`config.mk`:
```
export PLATFORM = sky130hd
export DESIGN_NAME = unsigned_to_ascii_radix
export DESIGN_NICKNAME = d
export VERILOG_FILES = /design/src/rtl/u2a_pkg.sv /design/src/rtl/u2a_front.sv /design/src/rtl/u2a_back.sv /design/src/rtl/unsigned_to_ascii_radix.sv
export SDC_FILE = /design/constraint.sdc
export NUM_CORES = 2
export LEC_CHECK = 0
export ABC_AREA = 1
export BUFFER_PORTS_ARGS = -buffer_cell sky130_fd_sc_hd__buf_2
export CORE_MARGIN = 5
export CORE_UTILIZATION = 45
export CTS_CLUSTER_SIZE = 14
export DETAILED_ROUTE_END_ITERATION = 8
export GPL_TIMING_DRIVEN = 0
export SYNTH_ARGS = -nofsm -noshare
export SYNTH_HDL_FRONTEND = slang
export SYNTH_HIERARCHICAL = 1
export SYNTH_SLANG_ARGS = --single-unit
export TNS_END_PERCENT = 30
```
`constraint.sdc`:
```
create_clock -name clk -period 21 [get_ports clk]
set_clock_uncertainty 0.05 [all_clocks]
set_input_delay 4.2 -clock clk [delete_from_list [all_inputs] [get_ports clk]]
set_output_delay 4.2 -clock clk [all_outputs]
set_load 0.005 [all_outputs]
```
`src/rtl/u2a_pkg.sv`:
```
package u2a_pkg;

  // Width the block is built for, and the width that is really converted.
  // The value port is 32 bits wide, so no more than 32 bits can ever matter.
  localparam int VALUE_WIDTH = 32;
  localparam int PORT_W      = 32;
  localparam int DATA_W      = (VALUE_WIDTH < PORT_W) ? VALUE_WIDTH : PORT_W;

  // Digit count: at most DATA_W digits (base two).
  localparam int CNT_W   = $clog2(DATA_W + 1);
  localparam int RADIX_W = 5;
  localparam int DIGIT_W = 4;
  localparam int CHAR_W  = 7;

  localparam logic [RADIX_W-1:0] RADIX_MIN = 5'd2;
  localparam logic [RADIX_W-1:0] RADIX_MAX = 5'd16;

  localparam logic [CHAR_W-1:0] CHAR_ZERO  = 7'h30;
  localparam logic [CHAR_W-1:0] CHAR_LOWA  = 7'h61;
  localparam logic [CHAR_W-1:0] CHAR_NONE  = 7'h00;
  localparam logic [CHAR_W-1:0] DIGIT_TEN  = 7'd10;

  // 2^DATA_W, used to build the reciprocal table.
  localparam longint unsigned POW_W = 64'd1 << DATA_W;

  // One conversion job as it leaves the front part.
  typedef struct packed {
    logic [DATA_W-1:0]  value;
    logic [RADIX_W-1:0] radix;
    logic               err;
  } job_t;

  // Reciprocal floor(2^DATA_W / radix). The quotient estimate taken from it
  // is never above the true quotient and at most one below.
  function automatic logic [DATA_W-1:0] u2a_recip(input logic [RADIX_W-1:0] radix);
    logic [DATA_W-1:0] r;
    unique case (radix)
      5'd2:    r = DATA_W'(POW_W / 2);
      5'd3:    r = DATA_W'(POW_W / 3);
      5'd4:    r = DATA_W'(POW_W / 4);
      5'd5:    r = DATA_W'(POW_W / 5);
      5'd6:    r = DATA_W'(POW_W / 6);
      5'd7:    r = DATA_W'(POW_W / 7);
      5'd8:    r = DATA_W'(POW_W / 8);
      5'd9:    r = DATA_W'(POW_W / 9);
      5'd10:   r = DATA_W'(POW_W / 10);
      5'd11:   r = DATA_W'(POW_W / 11);
      5'd12:   r = DATA_W'(POW_W / 12);
      5'd13:   r = DATA_W'(POW_W / 13);
      5'd14:   r = DATA_W'(POW_W / 14);
      5'd15:   r = DATA_W'(POW_W / 15);
      5'd16:   r = DATA_W'(POW_W / 16);
      default: r = '0;
    endcase
    return r;
  endfunction

  // Lower-case ASCII character of one digit.
  function automatic logic [CHAR_W-1:0] u2a_char(input logic [DIGIT_W-1:0] d);
    logic [CHAR_W-1:0] dx;
    dx = {{(CHAR_W - DIGIT_W){1'b0}}, d};
    if (dx < DIGIT_TEN) begin
      return CHAR_ZERO + dx;
    end
    return CHAR_LOWA + dx - DIGIT_TEN;
  endfunction

endpackage

```
`src/rtl/u2a_front.sv`:
```
module u2a_front import u2a_pkg::*; (
  input  logic                clk,
  input  logic                rst_n,
  input  logic                in_valid,
  output logic                in_ready,
  input  logic [PORT_W-1:0]   in_value,
  input  logic [RADIX_W-1:0]  in_radix,
  output logic                job_valid,
  input  logic                job_ready,
  output job_t                job
);

  // Two-entry queue of classified jobs.
  job_t       q_r [2];
  logic       wr_ptr_r, wr_ptr_nxt;
  logic       rd_ptr_r, rd_ptr_nxt;
  logic [1:0] count_r, count_nxt;
  logic       push, pop;
  job_t       in_job;

  // Classify the incoming item: out-of-range bases become error jobs.
  always_comb begin
    in_job.value = in_value[DATA_W-1:0];
    in_job.radix = in_radix;
    in_job.err   = (in_radix < RADIX_MIN) || (in_radix > RADIX_MAX);
  end

  assign in_ready  = (count_r != 2'd2);
  assign job_valid = (count_r != 2'd0);
  assign job       = q_r[rd_ptr_r];
  assign push      = in_valid && in_ready;
  assign pop       = job_valid && job_ready;

  // Pointer and fill count bookkeeping.
  always_comb begin
    wr_ptr_nxt = push ? ~wr_ptr_r : wr_ptr_r;
    rd_ptr_nxt = pop ? ~rd_ptr_r : rd_ptr_r;
    count_nxt  = count_r + {1'b0, push} - {1'b0, pop};
  end

  always_ff @(posedge clk) begin
    if (!rst_n) begin
      wr_ptr_r <= 1'b0;
      rd_ptr_r <= 1'b0;
      count_r  <= 2'd0;
    end else begin
      wr_ptr_r <= wr_ptr_nxt;
      rd_ptr_r <= rd_ptr_nxt;
      count_r  <= count_nxt;
    end
  end

  // Queue storage holds payload only.
  always_ff @(posedge clk) begin
    if (push) begin
      q_r[wr_ptr_r] <= in_job;
    end
  end

  // The fill count never passes the queue depth.
  a_count_range: assert property (@(posedge clk) disable iff (!rst_n)
    count_r != 2'd3)
    else $error("queue fill count out of range");

  // With both entries in use the pointers meet.
  a_full_ptrs: assert property (@(posedge clk) disable iff (!rst_n)
    (count_r == 2'd2) |-> (wr_ptr_r == rd_ptr_r))
    else $error("queue full but pointers differ");

  // A valid job that is not an error job has a base from two to sixteen.
  a_err_class: assert property (@(posedge clk) disable iff (!rst_n)
    (job_valid && !job.err) |-> (job.radix >= RADIX_MIN && job.radix <= RADIX_MAX))
    else $error("valid job with bad base");

endmodule

```
`src/rtl/u2a_back.sv`:
```
module u2a_back import u2a_pkg::*; (
  input  logic               clk,
  input  logic               rst_n,
  input  logic               job_valid,
  output logic               job_ready,
  input  job_t               job,
  output logic               out_valid,
  input  logic               out_ready,
  output logic [CHAR_W-1:0]  out_digit_char,
  output logic               out_last,
  output logic               out_error
);

  localparam logic [1:0] ST_IDLE = 2'd0;
  localparam logic [1:0] ST_MUL  = 2'd1;
  localparam logic [1:0] ST_FIX  = 2'd2;
  localparam logic [1:0] ST_EMIT = 2'd3;

  logic [1:0]          state_r, state_nxt;
  logic [CNT_W-1:0]    cnt_r, cnt_nxt;
  logic [DATA_W-1:0]   value_r;
  logic [RADIX_W-1:0]  base_r;
  logic [DATA_W-1:0]   recip_r;
  logic [2*DATA_W-1:0] prod_r;
  logic [DIGIT_W-1:0]  stk_r [DATA_W];

  logic                out_valid_r, out_valid_nxt;
  logic [CHAR_W-1:0]   out_char_r;
  logic                out_last_r;
  logic                out_err_r;

  logic                out_free;
  logic                take_job, push, pop;
  logic [DATA_W-1:0]   q_est, q_fix;
  logic [DATA_W+RADIX_W-1:0] qb;
  logic [DATA_W-1:0]   r_est, r_fix, base_ext;

  assign out_free  = !out_valid_r || out_ready;
  assign job_ready = (state_r == ST_IDLE) && out_free;
  assign take_job  = job_valid && job_ready;
  assign push      = (state_r == ST_FIX);
  assign pop       = (state_r == ST_EMIT) && out_free;

  // Quotient correction: the estimate is at most one short.
  always_comb begin
    base_ext = {{(DATA_W - RADIX_W){1'b0}}, base_r};
    q_est    = prod_r[2*DATA_W-1:DATA_W];
    qb       = q_est * base_r;
    r_est    = value_r - qb[DATA_W-1:0];
    if (r_est >= base_ext) begin
      q_fix = q_est + 1'b1;
      r_fix = r_est - base_ext;
    end else begin
      q_fix = q_est;
      r_fix = r_est;
    end
  end

  // Sequencer: take a job, divide out digits, then pop them MSB first; an error job goes straight to the output.
  always_comb begin
    state_nxt     = state_r;
    cnt_nxt       = cnt_r;
    out_valid_nxt = out_valid_r;
    if (out_ready) begin
      out_valid_nxt = 1'b0;
    end
    unique case (state_r)
      ST_IDLE: begin
        if (take_job) begin
          cnt_nxt = '0;
          if (job.err) begin
            out_valid_nxt = 1'b1;
          end else begin
            state_nxt = ST_MUL;
          end
        end
      end
      ST_MUL: begin
        state_nxt = ST_FIX;
      end
      ST_FIX: begin
        cnt_nxt   = cnt_r + 1'b1;
        state_nxt = (q_fix == '0) ? ST_EMIT : ST_MUL;
      end
      ST_EMIT: begin
        if (pop) begin
          out_valid_nxt = 1'b1;
          cnt_nxt       = cnt_r - 1'b1;
          if (cnt_r == CNT_W'(1)) begin
            state_nxt = ST_IDLE;
          end
        end
      end
      default: state_nxt = ST_IDLE;
    endcase
  end

  always_ff @(posedge clk) begin
    if (!rst_n) begin
      state_r     <= ST_IDLE;
      cnt_r       <= '0;
      out_valid_r <= 1'b0;
    end else begin
      state_r     <= state_nxt;
      cnt_r       <= cnt_nxt;
      out_valid_r <= out_valid_nxt;
    end
  end

  // Datapath registers of the divider.
  always_ff @(posedge clk) begin
    if (take_job) begin
      value_r <= job.value;
      base_r  <= job.radix;
      recip_r <= u2a_recip(job.radix);
    end else if (push) begin
      value_r <= q_fix;
    end
    if (state_r == ST_MUL) begin
      prod_r <= value_r * recip_r;
    end
  end

  // Digit stack as a shift line: push in at the bottom, pop from the bottom.
  always_ff @(posedge clk) begin
    if (push) begin
      stk_r[0] <= r_fix[DIGIT_W-1:0];
      for (int i = 1; i < DATA_W; i++) begin
        stk_r[i] <= stk_r[i-1];
      end
    end else if (pop) begin
      for (int i = 0; i < DATA_W - 1; i++) begin
        stk_r[i] <= stk_r[i+1];
      end
    end
  end

  // Output register.
  always_ff @(posedge clk) begin
    if (take_job && job.err) begin
      out_char_r <= CHAR_NONE;
      out_last_r <= 1'b1;
      out_err_r  <= 1'b1;
    end else if (pop) begin
      out_char_r <= u2a_char(stk_r[0]);
      out_last_r <= (cnt_r == CNT_W'(1));
      out_err_r  <= 1'b0;
    end
  end

  assign out_valid      = out_valid_r;
  assign out_digit_char = out_char_r;
  assign out_last       = out_last_r;
  assign out_error      = out_err_r;

  // The corrected remainder is always a legal digit of the base.
  a_rem_range: assert property (@(posedge clk) disable iff (!rst_n)
    (state_r == ST_FIX) |-> (r_fix < base_ext))
    else $error("remainder not below base");

  // The digit count stays within the stack depth.
  a_cnt_range: assert property (@(posedge clk) disable iff (!rst_n)
    cnt_r <= CNT_W'(DATA_W))
    else $error("digit count beyond stack depth");

  // Emitting always has at least one digit left.
  a_emit_cnt: assert property (@(posedge clk) disable iff (!rst_n)
    (state_r == ST_EMIT) |-> (cnt_r != '0))
    else $error("emit with empty stack");

  // An error result is a lone NUL character that closes its conversion.
  a_err_out: assert property (@(posedge clk) disable iff (!rst_n)
    (out_valid_r && out_err_r) |-> (out_last_r && out_char_r == CHAR_NONE))
    else $error("malformed error result");

endmodule

```
`src/rtl/unsigned_to_ascii_radix.sv`:
```
// Converts an unsigned value to its digits in a base from 2 to 16, given as
// lower-case ASCII characters, most significant first, one output item per
// character, with last set on the final one. Zero gives a single '0'; a base
// of 0, 1 or above 16 gives one item with character 0, last and error set.
// A front queue of two entries takes and classifies input items; the back
// divider works one item at a time. Each digit takes a reciprocal multiply
// (state ST_MUL), then a one-step quotient correction (state ST_FIX); once
// all digits are found, each character is popped into the output register
// as the output accepts it. An error item goes straight to the output
// register.
module unsigned_to_ascii_radix import u2a_pkg::*; (
  input  logic               clk,
  input  logic               rst_n,
  input  logic               in_valid,
  output logic               in_ready,
  input  logic [PORT_W-1:0]  in_value,
  input  logic [RADIX_W-1:0] in_radix,
  output logic               out_valid,
  input  logic               out_ready,
  output logic [CHAR_W-1:0]  out_digit_char,
  output logic               out_last,
  output logic               out_error
);

  logic job_valid;
  logic job_ready;
  job_t job;

  u2a_front u_front (
    .clk       (clk),
    .rst_n     (rst_n),
    .in_valid  (in_valid),
    .in_ready  (in_ready),
    .in_value  (in_value),
    .in_radix  (in_radix),
    .job_valid (job_valid),
    .job_ready (job_ready),
    .job       (job)
  );

  u2a_back u_back (
    .clk            (clk),
    .rst_n          (rst_n),
    .job_valid      (job_valid),
    .job_ready      (job_ready),
    .job            (job),
    .out_valid      (out_valid),
    .out_ready      (out_ready),
    .out_digit_char (out_digit_char),
    .out_last       (out_last),
    .out_error      (out_error)
  );

endmodule
```
==> out/summary.json <==
{
  "run_status": {"value": "complete, but fails checks"},
  "failed_checks": {"value": "max-capacitance violations, max-slew violations"},
  "worstPathArrival": {"value": 10.31, "unit": "ns"},
  "placed_cells": {"value": 7519},
  "tritoncts_clock_tree": {"value": "done"},
  "synth_async_reset_ratio": {"value": 0},
  "cap_viol_max_count": {"value": 2},
  "ctsHoldBuffers": {"value": 0},
  "max_freq": {"value": 100, "unit": "MHz"},
  "globalRouteOverflowTotal": {"value": 0},
  "sort_of_element_at_the_end_of_the_critical_path": {"value": "flip-flop"},
  "synth.yosys.seq_area_share": {"value": 0.179},
  "ant_nets": {"value": 0},
  "buffer_ports.inserted": {"value": 51},
  "groute.usage.overall": {"value": 0.298},
  "timing_worst_slew_pin_value": {"value": 1.52, "unit": "ns"},
  "cts_buffer_depth": {"value": 3},
  "placeableCoreArea": {"value": 115000, "unit": "µm²"},
  "clk-insertion-delay-late": {"value": 0.60, "unit": "ns"},
  "finalWeightedCongestion": {"value": 1.04},
  "timing_hold_violations_final": {"value": 0},
  "cts_buffers": {"value": 31},
  "rows": {"value": 124},
  "syn_area": {"value": 52100, "unit": "µm²"},
  "die-width": {"value": 350, "unit": "µm"},
  "critPathKind": {"value": "reg2reg"},
  "die_h": {"value": 350, "unit": "µm"},
  "rsz_0062_raised_after_global_routing": {"value": "false"},
  "crit_fanout": {"value": 10},
  "cts.sinks": {"value": 318},
  "global_route_wire_length_before_repair": {"value": 268000, "unit": "µm"},
  "num_io_pins": {"value": 52},
  "maximum_number_of_pins_on_one_net_before_global_route_repair": {"value": 71},
  "syn_avg_cell_area": {"value": 8.75, "unit": "µm²"},
  "holdCritPathClass": {"value": "reg2reg"},
  "initialDrtViolationCount": {"value": 3912},
  "final_cells": {"value": 7578},
  "syn_inst": {"value": 5954},
  "grt_antenna_before_repair": {"value": 7},
  "setup_violators_final": {"value": 0},
  "route.detailed.drc": {"value": 0},
  "first_global_vias": {"value": 41700},
  "yosysUniqueCellTypes": {"value": 55},
  "routed_via_density": {"value": 5.29},
  "wire_per_inst": {"value": 23.8, "unit": "µm"},
  "finalCriticalPeriod": {"value": 9.96, "unit": "ns"},
  "detailedRoute.firstPassIterationCount": {"value": 8},
  "synth.yosys.warnings": {"value": 6},
  "slew_headroom": {"value": -0.0157},
  "fin_nets": {"value": 7403},
  "critical_path_required": {"value": 21.35, "unit": "ns"},
  "primary_ff_master_synth": {"value": "edfxtp_1"},
  "cp-start-kind": {"value": "flip-flop"},
  "die_area": {"value": 123000, "unit": "µm²"},
  "cts-htree-levels": {"value": 1},
  "via_count": {"value": 40100},
  "slew_violations": {"value": 22},
  "drive_above_1_share": {"value": 0.0427},
  "cts_setup_buffers": {"value": 0},
  "fin_setup_tns": {"value": 0, "unit": "ns"},
  "ctsResizeCount": {"value": 0},
  "dp_hpwl": {"value": 149000, "unit": "µm"},
  "area.growth.synth_to_final": {"value": 6.22, "unit": "%"},
  "cts_root_buffer": {"value": "clkbuf_16"},
  "synth_seq_cells": {"value": 318},
  "start_util": {"value": 0.454},
  "clk_pin_slew": {"value": 0.07, "unit": "ns"},
  "finalWirelength": {"value": 180000, "unit": "µm"},
  "synth-edff-count": {"value": 295},
  "synth_nets": {"value": 7317},
  "timing.final.crit_share": {"value": 0.474}
}
cells in the final DEF, fill, tap and decap left out, types with 6 or more instances in the layout:
master	n
nand4_1	41
xnor2_1	27
buf_1	10
o21ai_0	112
a31oi_1	53
o221ai_1	7
xor2_1	56
inv_2	7
buf_2	58
nor3_1	33
o21a_1	7
mux2_2	71
ha_1	314
mux2_4	20
nand3_2	6
nor2_1	256
nand3_1	93
fa_1	1007
edfxtp_1	295
nand2_2	17
nand2_1	1410
a211oi_1	8
o21bai_1	11
clkbuf_1	200
inv_1	1643
buf_6	10
nand3b_1	6
a21oi_1	142
dfxtp_1	23
clkbuf_16	33
nor4_1	9
registers in the layout, indices dropped and copies added (netlist names), 2 cells and up, named ones only:
signal                 flops
u_back/stk_r             128
u_front/q_r               76
u_back/prod_r             32
u_back/value_r            32
u_back/recip_r            22
u_back/out_digit_char      7
u_back/cnt_r               6
u_back/base_r              5
u_back/state_r             2
u_front/count_r            2
worst max-delay path: stages, from the launching register on:
cell and delay (ns):
edfxtp_1 0.74, clkbuf_1 1.06, nand2_1 0.11, inv_1 0.12
fa_1 0.46, fa_1 0.53, inv_1 0.05, fa_1 0.47
fa_1 0.57, inv_1 0.05, fa_1 0.69, fa_1 0.57
fa_1 0.56, fa_1 0.47, ha_1 0.39, nand4_1 0.14
nor3_1 0.22, nand2_1 0.08, o21ai_0 0.80, a21boi_0 0.37
o21ai_0 0.53, nand3_1 0.21, nor2_1 0.13, nor2_1 0.06
xnor2_1 0.28
layer usage:
| layer | track usage | share of wire |
|---|---|---|
| met5 | 0 | 0.00021 |
| met4 | 0.141 | 0.064 |
| met3 | 0.0843 | 0.11 |
| met2 | 0.469 | 0.44 |
| met1 | 0.384 | 0.38 |
area by class of cell:
type / count / area, µm²
antenna: 4 / 10.0
buffer: 221 / 917
clock buffer: 42 / 880
clock inverter: 13 / 136
fill: 11100 / 59300
inverter: 1652 / 6200
multi-input combinational: 3763 / 35700
sequential: 318 / 9320
tap: 1512 / 1890
timing repair buffer: 53 / 303
metrics by stage:
step	area (µm²)	setup slack, ns	hold slack (ns)	util
CTS	55300	11.22	0.403	0.483
global placement	54200	11.25	0.382	0.473
global route	55300	10.77	0.414	0.483
floorplan	52100	13.17	0.377	-
finish	55300	11.04	0.400	0.483
detailed placement	54300	11.25	0.386	0.474
path summary, 6_finish.rpt:
path | to | cells past startpoint | slack [ns] | start
min reg2reg | u_back/stk_r[31][2]$_DFFE_PP_ | 0 | 0.40 | u_back/stk_r[30][2]$_DFFE_PP_
max | u_back/prod_r[57]$_DFFE_PN_ | 24 | 11.04 | u_back/recip_r[15]$_SDFFCE_PP0P_
max reg2reg | u_back/prod_r[57]$_DFFE_PN_ | 24 | 11.04 | u_back/recip_r[15]$_SDFFCE_PP0P_
min | u_back/stk_r[31][2]$_DFFE_PP_ | 0 | 0.40 | u_back/stk_r[30][2]$_DFFE_PP_
synth_stat cells (41+ instances only):
| library cell | count | share of area |
|---|---|---|
| ha_1 | 315 | 0.076 |
| a21oi_1 | 142 | 0.014 |
| xor2_1 | 56 | 0.0094 |
| fa_1 | 1007 | 0.39 |
| inv_1 | 1644 | 0.12 |
| clkbuf_1 | 193 | 0.014 |
| o21ai_0 | 112 | 0.011 |
| edfxtp_1 | 295 | 0.17 |
| a31oi_1 | 53 | 0.0064 |
| nand3_1 | 93 | 0.0089 |
| mux2_2 | 71 | 0.015 |
| nor2_1 | 257 | 0.019 |
| nand4_1 | 41 | 0.0049 |
| nand2_1 | 1412 | 0.10 |
logic make-up after synthesis:
logic type,share of synthesized area
compound gates,0.0412
buf+inv,0.137
flops,0.179
simple gates,0.146
fa+ha+maj,0.463
mux,0.0211
xor+xnor,0.0140
Power is not shown: default switching activity piles up to over one toggle a cycle in this logic, so the estimate is an artifact.
